<file path="src/tmte_pkg.sv">
package tmte_pkg;

   localparam logic [2:0] KIND_PUT_CHAR = 3'd0;
   localparam logic [2:0] KIND_PUT_AT   = 3'd1;
   localparam logic [2:0] KIND_MOVE     = 3'd2;
   localparam logic [2:0] KIND_CLEAR    = 3'd3;
   localparam logic [2:0] KIND_READ     = 3'd4;

   localparam logic [7:0] CH_NEWLINE = 8'd10;
   localparam logic [7:0] CH_TAB     = 8'd9;
   localparam logic [7:0] CH_SPACE   = 8'd32;

   localparam logic [7:0] COLOUR_RESET = 8'h0F;

   typedef struct packed {
      logic [2:0] kind;
      logic [7:0] char_code;
      logic [7:0] cell_colour;
      logic [6:0] column;
      logic [4:0] row;
   } req_type;

   typedef struct packed {
      logic [6:0]  cursor_column;
      logic [4:0]  cursor_row;
      logic [10:0] cursor_offset;
      logic [15:0] cell_value;
   } rsp_type;

endpackage

</file>
<file path="src/tmte_cursor.sv">
module tmte_cursor #(
   parameter int SCREEN_WIDTH  = 80,
   parameter int SCREEN_HEIGHT = 25
) (
   input  logic                             clock,
   input  logic                             reset,
   input  logic                             accept,
   input  tmte_pkg::req_type                item,
   output logic [$clog2(SCREEN_WIDTH)-1:0]  cursor_col,
   output logic [$clog2(SCREEN_HEIGHT)-1:0] cursor_line,
   output logic                             put_write,
   output logic                             put_scroll
);

   localparam int CW = $clog2(SCREEN_WIDTH);
   localparam int LW = $clog2(SCREEN_HEIGHT);
   localparam logic [8:0]    WIDTH_9   = 9'(SCREEN_WIDTH);
   localparam logic [7:0]    HEIGHT_8  = 8'(SCREEN_HEIGHT);
   localparam logic [CW:0]   WIDTH_W   = (CW+1)'(SCREEN_WIDTH);
   localparam logic [LW:0]   HEIGHT_W  = (LW+1)'(SCREEN_HEIGHT);
   localparam logic [CW-1:0] LAST_COL  = CW'(SCREEN_WIDTH - 1);
   localparam logic [LW-1:0] LAST_LINE = LW'(SCREEN_HEIGHT - 1);

   logic [CW-1:0] col_ff, col_in;
   logic [LW-1:0] line_ff, line_in;
   logic          is_newline, is_tab, wrap;
   logic [CW:0]   put_col;
   logic [LW:0]   put_line;
   logic [CW-1:0] put_col_final;
   logic [LW-1:0] put_line_final;

   always_comb begin
      is_newline = item.char_code == tmte_pkg::CH_NEWLINE;
      is_tab     = item.char_code == tmte_pkg::CH_TAB;
      if (is_newline) begin
         put_col = '0;
      end else if (is_tab) begin
         put_col = ((({1'b0, col_ff} >> 2) + (CW+1)'(1)) << 2);
      end else begin
         put_col = {1'b0, col_ff} + (CW+1)'(1);
      end
      wrap       = put_col >= WIDTH_W;
      put_line   = {1'b0, line_ff} + (LW+1)'(is_newline | wrap);
      put_scroll = put_line >= HEIGHT_W;
      put_write  = !is_newline && !is_tab;
      put_col_final  = wrap ? '0 : put_col[CW-1:0];
      put_line_final = put_scroll ? LAST_LINE : put_line[LW-1:0];
   end

   always_comb begin
      col_in  = col_ff;
      line_in = line_ff;
      if (accept) begin
         unique case (item.kind)
            tmte_pkg::KIND_PUT_CHAR: begin
               col_in  = put_col_final;
               line_in = put_line_final;
            end
            tmte_pkg::KIND_MOVE: begin
               col_in  = ({2'b0, item.column} < WIDTH_9) ? CW'(item.column) : LAST_COL;
               line_in = ({3'b0, item.row} < HEIGHT_8) ? LW'(item.row) : LAST_LINE;
            end
            tmte_pkg::KIND_CLEAR: begin
               col_in  = '0;
               line_in = '0;
            end
            default: begin
               col_in  = col_ff;
               line_in = line_ff;
            end
         endcase
      end
   end

   always_ff @(posedge clock) begin
      if (reset) begin
         col_ff  <= '0;
         line_ff <= '0;
      end else begin
         col_ff  <= col_in;
         line_ff <= line_in;
      end
   end

   assign cursor_col  = col_ff;
   assign cursor_line = line_ff;

endmodule

</file>
<file path="config.mk">
export PLATFORM = sky130hd
export DESIGN_NAME = tmte_cursor
export DESIGN_NICKNAME = d
export VERILOG_FILES = /design/src/tmte_pkg.sv /design/src/tmte_cursor.sv
export SDC_FILE = /design/constraint.sdc
export NUM_CORES = 1
export LEC_CHECK = 0
export BUFFER_PORTS_ARGS = -buffer_cell sky130_fd_sc_hd__buf_4
export CORE_MARGIN = 3
export CORE_UTILIZATION = 43
export CTS_CLUSTER_DIAMETER = 60
export CTS_CLUSTER_SIZE = 12
export DETAILED_ROUTE_END_ITERATION = 6
export PLACE_DENSITY = 0.76
export SLEW_MARGIN = 25
export SYNTH_ARGS = -nofsm -noshare
export SYNTH_HDL_FRONTEND = slang
export SYNTH_SLANG_ARGS = --single-unit
</file>
<file path="constraint.sdc">
create_clock -name clock -period 2.95 [get_ports clock]
set_input_delay 0.295 -clock clock [delete_from_list [all_inputs] [get_ports clock]]
set_output_delay 0.295 -clock clock [all_outputs]
set_load 0.01 [all_outputs]
</file>
==> results.py, run 1 <==
metrics = {
    "status": {
        "outcome": "complete, but fails checks",
        "violations": "negative setup slack",
    },
    "floorplanning": {
        "die_x_um": 57.0,
        "core_area_um2": 2340,
        "initial_core_util_pct": 47.8,
        "die_h_um": 57.0,
        "die_area_um2": 3250,
        "ios": 48,
        "num_rows": 17,
    },
    "place": {
        "placed_cell_area_um2": 1650,
        "hpwl_um": 2830,
        "dpl_worst_slack_ns": -0.0732,
        "io_buffers": 39,
        "gp_congestion": 0.831,
    },
    "timing": {
        "finalHoldViolCount": 0,
        "relSlewSlack_pct": 54.4,
        "worst_pin_slew_ns": 0.682,
        "skew_ns": 0.00704,
        "period_needed_ns": 3.05,
        "hold_slack_ns": 0.283,
        "drv_slew": 0,
        "period_share_pct": 103,
        "rsz0062_at_grt": "true",
        "finalSetupViolations": 1,
        "fmax_mhz": 328,
        "fin_ws_ns": -0.103,
    },
    "logic_synthesis": {
        "ys_async_sr_fraction_pct": 0,
        "yosysWarnings": 0,
        "synth-edff-count": 0,
        "synth-seq-area-share_pct": 21.5,
        "synth_area_leader_cell": "dfxtp_1",
        "synth_area_leaders": "dfxtp_1 (22%), o21ai_0 (6.3%), nand2_1 (4.7%)",
        "syn_inst": 144,
        "synth.distinct_cells": 50,
        "synth.avg_cell_area_um2": 7.76,
        "synth_top_area_share_pct": 21.5,
        "synth_area_um2": 1120,
        "syn-num-nets": 182,
        "ys.flop_type": "dfxtp_1",
        "ys_ff_latch": 12,
    },
    "worst_hold_path": {
        "hold_class": "in -> reg",
    },
    "setup_path": {
        "worst-setup-path-type": "reg -> out",
        "path_buf_inv": 1,
        "path_cells": "ha_4, and2_4, a211oi_2, nand4_1, or3b_4, nand4_1, ha_2, ha_4, nor4_2, a311oi_2, o22a_1, buf_4",
        "cp_slowest_stage_delay_ns": 0.39,
        "cp.required_ns": 2.65,
        "critPathTopFamily": "simple AND/OR/NAND/NOR gates",
        "cp-end-kind": "output pin",
        "cp.arrival_ns": 2.76,
        "cp-start-kind": "flip-flop",
        "slowest_stage": "or3b_4",
        "critPathMaxFanout": 4,
    },
    "cells_and_area": {
        "layout_common_cells": "buf_4 (65), nand2_1 (13), o21ai_0 (12)",
        "fill_cells": 181,
        "final_common_cell": "buf_4",
        "layout-drive-gt1-share_pct": 46.7,
        "fin_util_pct": 75.5,
        "fin_area_um2": 1770,
        "antenna_cells": 0,
        "nNetsFinal": 250,
        "syn2layout_area_growth_pct": 58.1,
    },
    "global_routing": {
        "grt_pass1_wl_um": 6220,
        "grt_overflow": 0,
        "grt_max_degree": 19,
        "grt_util_all_layers_pct": 23.0,
        "antenna_found_initial": 0,
        "first_global_vias": 1463,
    },
    "clock_tree": {
        "numClockSinks": 12,
        "htree_levels": 1,
        "clk_pin_slew_worst_paths_ns": 0.08,
        "clockBufferDepth": 2,
        "cts_buffers": 3,
        "cts_tree": "yes",
        "cts_root_buf": "clkbuf_4",
        "clk_latency_ns": 0.27,
        "hold_buffers": 0,
    },
    "detailed_routing": {
        "dr.pass1.iters": 4,
        "num_vias": 1430,
        "viasPerCell": 6.01,
        "drtIter0Drc": 31,
        "drc": 0,
        "drtAntennaViolNets": 0,
        "wl_per_cell_um": 15.7,
        "totalWireLength_um": 3730,
    },
    "pwr": {
        "leakage_nw": 0.794,
        "vdd_drop_max_mv": 0.256,
        "powerDensity_nw_per_um2": 277,
    },
    "flow_run": {
        "drv_cap": 0,
    },
}
per-stage QoR:
step	std cells	TNS, ns	total power, mW
6_report	238	-0.103	0.489
5_1_grt	238	-0.770	0.525
4_1_cts	237	-0.185	0.480
3_5_place_dp	233	-0.168	0.372
3_3_place_gp	233	-0.0166	0.365
2_1_floorplan	144	-0.0349	0.280
area by class of cell:
| type | count | area [µm²] | area share, % |
|---|---|---|---|
| well taps | 28 | 35.0 | 1.98 |
| multi-input cells | 126 | 946 | 53.5 |
| inverters | 2 | 7.51 | 0.425 |
| clock buffers | 3 | 22.5 | 1.27 |
| repair buffers | 67 | 510 | 28.9 |
| flip-flops and latches | 12 | 245 | 13.9 |
metal layers:
metal,wire length (µm),GRT usage [%],vias up
met5,0,0,-
met4,96,7.62,0
met3,222,3.85,12
met2,1850,42.1,53
met1,1560,26.9,667
li1,-,-,698
cell families (layout without fill, tap and decap cells):
group,count (synthesis),after routing,synth area share [%]
flip-flops,12,12,21.5
adder cells (fa/ha/maj),4,4,4.48
buffers and inverters,6,72,2.02
multiplexers,1,1,0.896
AND/OR/NAND/NOR,68,68,37.5
AO/OA/AOI/OAI,51,51,32.0
XOR/XNOR,2,2,1.57
power breakdown:
part	switching [mW]	total, mW	internal (mW)
sequential	0.0175	0.194	0.176
combinational	0.0930	0.192	0.0990
clock	0.0555	0.103	0.0472
total	0.166	0.489	0.322
worst paths after layout:
check / cells after the start / endpoint / slack (ns) / start
min: 2 / cursor_col[6] / 0.28 / reset
max: 12 / put_scroll / -0.10 / cursor_col[2]
max reg2reg: 16 / cursor_line[0] / 0 / cursor_col[2]
min reg2reg: 2 / cursor_line[0] / 0.58 / cursor_line[0]
Yosys cell counts, types with 2 or more instances:
library cell	instances
o21ai_1	2
o21ai_0	14
nand2_1	14
a21oi_1	10
nor2_1	12
dfxtp_1	12
nor2b_1	2
xor2_1	2
clkbuf_1	3
a31oi_1	5
nor4_1	3
nand4b_1	3
a211oi_1	3
ha_1	4
nor3_1	7
inv_1	2
nand4_1	4
a221oi_1	2
nor3b_1	2
nand3_1	6
nand2b_1	3
repair_timing:
item                                    CTS  global route
resized for setup                         9             7
pin swaps                                 6             8
buffers inserted                          1             1
endpoints found under the setup margin    4             4
sequential cells by signal, indices dropped and copies added, names as in the netlist:
name and count:
cursor_line 5, cursor_col 7
Power figures use the tool's default switching activity.
==> run 2, diff against run 1 <==
CORE_UTILIZATION = 51   (was 43)
PLACE_DENSITY = 0.85   (was 0.76)
clock period = 3.7 ns   (was 2.95 ns; I/O delays follow)
==> results.py, run 2 (synthesis results as in run 1) <==
metrics = {
    "timing": {
        "tns_ns": 0,
        "skew_ns": 0.00288,
        "period_share_pct": 98.3,
        "finalHoldViolCount": 0,
        "finalSetupViolations": 0,
        "relSlewSlack_pct": 59.7,
        "fin_ws_ns": 0.0626,
        "period_needed_ns": 3.64,
        "worst_pin_slew_ns": 0.604,
        "fmax_mhz": 275,
        "drv_slew": 0,
    },
    "cells_and_area": {
        "final_common_cell": "buf_4",
        "fin_util_pct": 75.2,
        "antenna_cells": 0,
        "layout.cells.non_filler": 214,
        "nNetsFinal": 227,
        "fill_cells": 153,
        "layout_common_cells": "buf_4 (44), nand2_1 (14), o21ai_0 (14)",
        "register_area_um2": 243,
        "layout-drive-gt1-share_pct": 36.4,
        "multiInputGateArea_um2": 885,
        "syn2layout_area_growth_pct": 36.2,
        "largest_reg_flops": 7,
    },
    "floorplanning": {
        "die_h_um": 52.8,
        "initial_core_util_pct": 55.3,
        "die_x_um": 52.8,
        "num_rows": 16,
        "die_area_um2": 2790,
        "core_area_um2": 2020,
        "ios": 48,
    },
    "clock_tree": {
        "cts_tree": "yes",
        "cts_root_buf": "clkbuf_4",
        "cts_buffers": 3,
        "htree_levels": 1,
        "hold_buffers": 0,
        "clk_pin_slew_worst_paths_ns": 0.08,
        "clk_latency_ns": 0.28,
        "clockBufferDepth": 2,
        "numClockSinks": 12,
    },
    "detailed_routing": {
        "drtIter0Drc": 42,
        "drc": 0,
        "wl_per_cell_um": 16.6,
        "dr_wl_met2_um": 1810,
        "top_layer": "met4",
        "num_vias": 1396,
        "m1WireLength_um": 1330,
        "dr.pass1.iters": 4,
        "viasPerCell": 6.52,
        "wl_met3_um": 319,
        "drtAntennaViolNets": 0,
        "totalWireLength_um": 3560,
    },
    "worst_hold_path": {
        "hold_end": "cursor_col[5]",
        "min_from": "reset",
        "hold_class": "in -> reg",
        "hold_depth": 2,
    },
    "setup_path": {
        "cp-start-kind": "flip-flop",
        "cp-end-kind": "output pin",
        "critPathMaxFanout": 6,
        "timing.rr.end": "cursor_line[2]",
        "cp.required_ns": 3.33,
        "critPathTopFamily": "simple AND/OR/NAND/NOR gates",
        "slowest_stage": "or3b_4",
        "cp_slowest_stage_delay_ns": 0.46,
        "path_cells": "ha_1, and2_2, a211oi_2, nand4_1, or3b_4, nand4_1, ha_2, ha_2, nor4_2, a311oi_1, o22a_1, buf_4",
        "cp.arrival_ns": 3.27,
        "worst-r2r-setup-slack_ns": 0.19,
        "path_buf_inv": 1,
        "r2r_cells": 15,
        "regToRegStartpoint": "cursor_col[2]",
        "worst-setup-path-type": "reg -> out",
    },
    "place": {
        "gp_congestion": 0.825,
        "dpl_worst_slack_ns": 0.0740,
        "hpwl_um": 2620,
        "dp_cells": 208,
        "io_buffers": 39,
    },
    "global_routing": {
        "grt_util_all_layers_pct": 26.9,
        "grt_max_degree": 19,
        "grt_pass1_wl_um": 5630,
        "antenna_found_initial": 0,
        "first_global_vias": 1330,
        "grt_overflow": 0,
    },
    "flow_run": {
        "drv_cap": 0,
    },
    "status": {
        "outcome": "completed",
    },
    "pwr": {
        "powerDensity_nw_per_um2": 244,
        "vdd_drop_max_mv": 0.258,
        "leakage_nw": 0.656,
        "power_mw": 0.371,
    },
}
[run 2: final cells by class]
class	count	area share [%]
tap	27	2.22
inverter	2	0.493
sequential	12	16.0
clock buffer	3	1.48
multi-input combinational	126	58.1
timing repair buffer	44	21.7
[run 2: worst max path at each step]
stage | endpoint | from | cells after the start | slack [ns]
2_1_floorplan | cursor_line[0] | cursor_col[2] | 14 | 0.50
6_report | put_scroll | cursor_col[2] | 12 | 0.06
4_1_cts | put_scroll | cursor_col[2] | 12 | 0.05
5_1_grt | put_scroll | cursor_col[2] | 12 | -0.07
3_3_place_gp | cursor_line[0] | item[22] | 14 | 0.26
3_5_place_dp | cursor_line[2] | item[22] | 14 | 0.07
[run 2: layer usage]
metal | global-route usage [%] | vias up
met5 | 0 | -
met2 | 49.4 | 94
met4 | 12.3 | 0
li1 | - | 651
met1 | 29.7 | 636
met3 | 3.99 | 15
[run 2: power breakdown]
part	total (mW)	internal, mW	switching, mW
Sequential	0.156	0.140	0.0158
Combinational	0.132	0.0654	0.0666
Clock	0.0826	0.0378	0.0449
Total	0.371	0.243	0.127
[run 2: worst register-to-register path, cell delays in order (launching register included)]
cell and delay [ns]:
dfxtp_1 0.32, ha_1 0.21, and2_2 0.23, a211oi_2 0.21, nand4_1 0.16, or3b_4 0.46
nand4_1 0.14, ha_2 0.20, ha_2 0.30, nor4_2 0.27, a311oi_1 0.12, o22a_1 0.22
buf_4 0.14, nor2_1 0.19, nand4b_1 0.12, a31oi_1 0.15
[run 2: through the flow]
| step | area, µm² | hold WS, ns |
|---|---|---|
| final | 1520 | 0.327 |
| after global routing | 1520 | 0.327 |
| after CTS | 1480 | 0.322 |
| after detailed placement | 1440 | 0.564 |
| after global placement | 1440 | 0.548 |
| after floorplan | 1120 | 0.541 |
[run 2: repair_timing]
item                       in CTS  in global routing
setup endpoints to repair       1                  1
pin swaps                       1                  2
cloned                          0                  0
gates resized for setup         1                 10
setup buffers                   1                  2
==> run 3, diff against run 2 <==
==> constraint.sdc (replaced) <==
create_clock -name clock -period 3.7 [get_ports clock]
set_input_delay 0.925 -clock clock [delete_from_list [all_inputs] [get_ports clock]]
set_output_delay 0.925 -clock clock [all_outputs]
set_load 0.01 [all_outputs]
==> results.py, run 3 (synthesis results as in run 1) <==
metrics = {
    "cells_and_area": {
        "antenna_cells": 0,
        "syn2layout_area_growth_pct": 51.8,
        "final_common_cell": "buf_4",
        "fin_util_pct": 83.9,
        "largest_reg_flops": 7,
        "layout_common_cells": "buf_4 (63), nand2_1 (14), o21ai_0 (13)",
        "nNetsFinal": 247,
        "layout.cells.non_filler": 234,
        "fin_area_um2": 1700,
        "layout-drive-gt1-share_pct": 40.6,
    },
    "detailed_routing": {
        "wl_per_cell_um": 16.1,
        "viasPerCell": 6.23,
        "drc": 0,
        "dr.pass1.iters": 4,
        "drtAntennaViolNets": 0,
        "num_vias": 1457,
        "totalWireLength_um": 3770,
        "drtIter0Drc": 48,
    },
    "timing": {
        "tns_ns": -0.504,
        "skew_ns": 0.00661,
        "finalHoldViolCount": 0,
        "finalSetupViolations": 1,
        "drv_slew": 0,
        "rsz0062_at_grt": "true",
        "fmax_mhz": 238,
        "worst_pin_slew_ns": 0.589,
        "period_needed_ns": 4.20,
        "fin_ws_ns": -0.504,
        "relSlewSlack_pct": 60.7,
        "period_share_pct": 114,
    },
    "place": {
        "io_buffers": 39,
        "placed_cell_area_um2": 1640,
        "gp_congestion": 0.818,
        "hpwl_um": 2930,
        "dp_cells": 230,
    },
    "worst_hold_path": {
        "hold_class": "reg -> reg",
    },
    "floorplanning": {
        "die_area_um2": 2790,
        "ios": 48,
        "initial_core_util_pct": 55.3,
        "die_x_um": 52.8,
        "die_h_um": 52.8,
        "num_rows": 16,
        "core_area_um2": 2020,
    },
    "clock_tree": {
        "htree_levels": 1,
        "cts_buffers": 3,
        "numClockSinks": 12,
        "hold_buffers": 0,
        "clockBufferDepth": 2,
        "clk_latency_ns": 0.27,
        "cts_tree": "yes",
        "clk_pin_slew_worst_paths_ns": 0.07,
        "cts_root_buf": "clkbuf_4",
    },
    "setup_path": {
        "cp.required_ns": 2.77,
        "critPathMaxFanout": 4,
        "cp-end-kind": "output pin",
        "cp-start-kind": "primary input",
        "worst-setup-path-type": "in -> out",
        "cp.arrival_ns": 3.28,
    },
    "global_routing": {
        "grt_max_degree": 19,
        "grt_overflow": 0,
        "grt_pass1_wl_um": 6130,
        "first_global_vias": 1499,
        "grt_util_all_layers_pct": 28.9,
        "antenna_found_initial": 0,
    },
    "pwr": {
        "powerDensity_nw_per_um2": 224,
        "vdd_drop_max_mv": 0.239,
        "power_mw": 0.381,
        "leakage_nw": 0.757,
    },
    "status": {
        "violations": "negative setup slack",
        "outcome": "complete, but fails checks",
    },
    "flow_run": {
        "drv_cap": 0,
    },
}
## run 3: cell types whose count changed in the layout (fill, tap and decap cells not counted), moves of 2 or more
cell and change:
ha_2 -3, ha_4 +2, dfxtp_2 -2, dfxtp_1 +2
buf_4 +19
## run 3: critical path, cell delays in order
cell and delay [ns]:
buf_4 0.13, nor4b_4 0.27, buf_4 0.17, a22o_4 0.13, nand4_4 0.12, a31oi_4 0.22
nand4_1 0.18, ha_4 0.22, ha_4 0.29, nor4_2 0.04, a311oi_1 0.24, o22a_1 0.22
buf_4 0.13
## run 3: per-layer routing
layer	wire [µm]	GRT usage, %
met5	0	0
met4	19	15.3
met3	266	3.42
met2	1990	54.3
met1	1500	30.6
## run 3: cell type report
cell class | count | area, µm²
fillers | 123 | 325
repair buffers | 64 | 484
well taps | 27 | 33.8
inverters | 2 | 7.51
clock buffers | 3 | 22.5
multi-input cells | 126 | 908
flip-flops and latches | 12 | 240
## run 3: power by group
part / internal, mW / leakage (nW) / switching [mW]
clock network: 0.0376 / 0.0138 / 0.0440
logic: 0.0751 / 0.644 / 0.0726
registers: 0.139 / 0.0984 / 0.0119
## run 3: worst paths after layout
| check | slack (ns) | start | depth (start not counted) | to |
|---|---|---|---|---|
| setup / recovery | -0.50 | item[21] | 13 | put_scroll |
| hold / removal | 0.59 | cursor_line[3] | 2 | cursor_line[3] |
| setup reg to reg | 0.46 | cursor_col[2] | 15 | cursor_line[2] |
| hold reg to reg | 0.59 | cursor_line[3] | 2 | cursor_line[3] |
## run 3: what timing repair did
| item | in CTS | in global routing |
|---|---|---|
| endpoints found under the hold margin | 0 | 0 |
| setup endpoints to repair | 1 | 3 |
| pin swaps | 0 | 2 |
| setup buffers | 0 | 1 |
| gates resized for setup | 0 | 5 |
## run 3: per-stage QoR
stage	setup WS (ns)	hold WS [ns]
floorplan	-0.260	0.571
detailed placement	-0.509	0.568
global route	-0.596	0.643
global placement	-0.448	0.550
finish	-0.504	0.593
CTS	-0.515	0.589
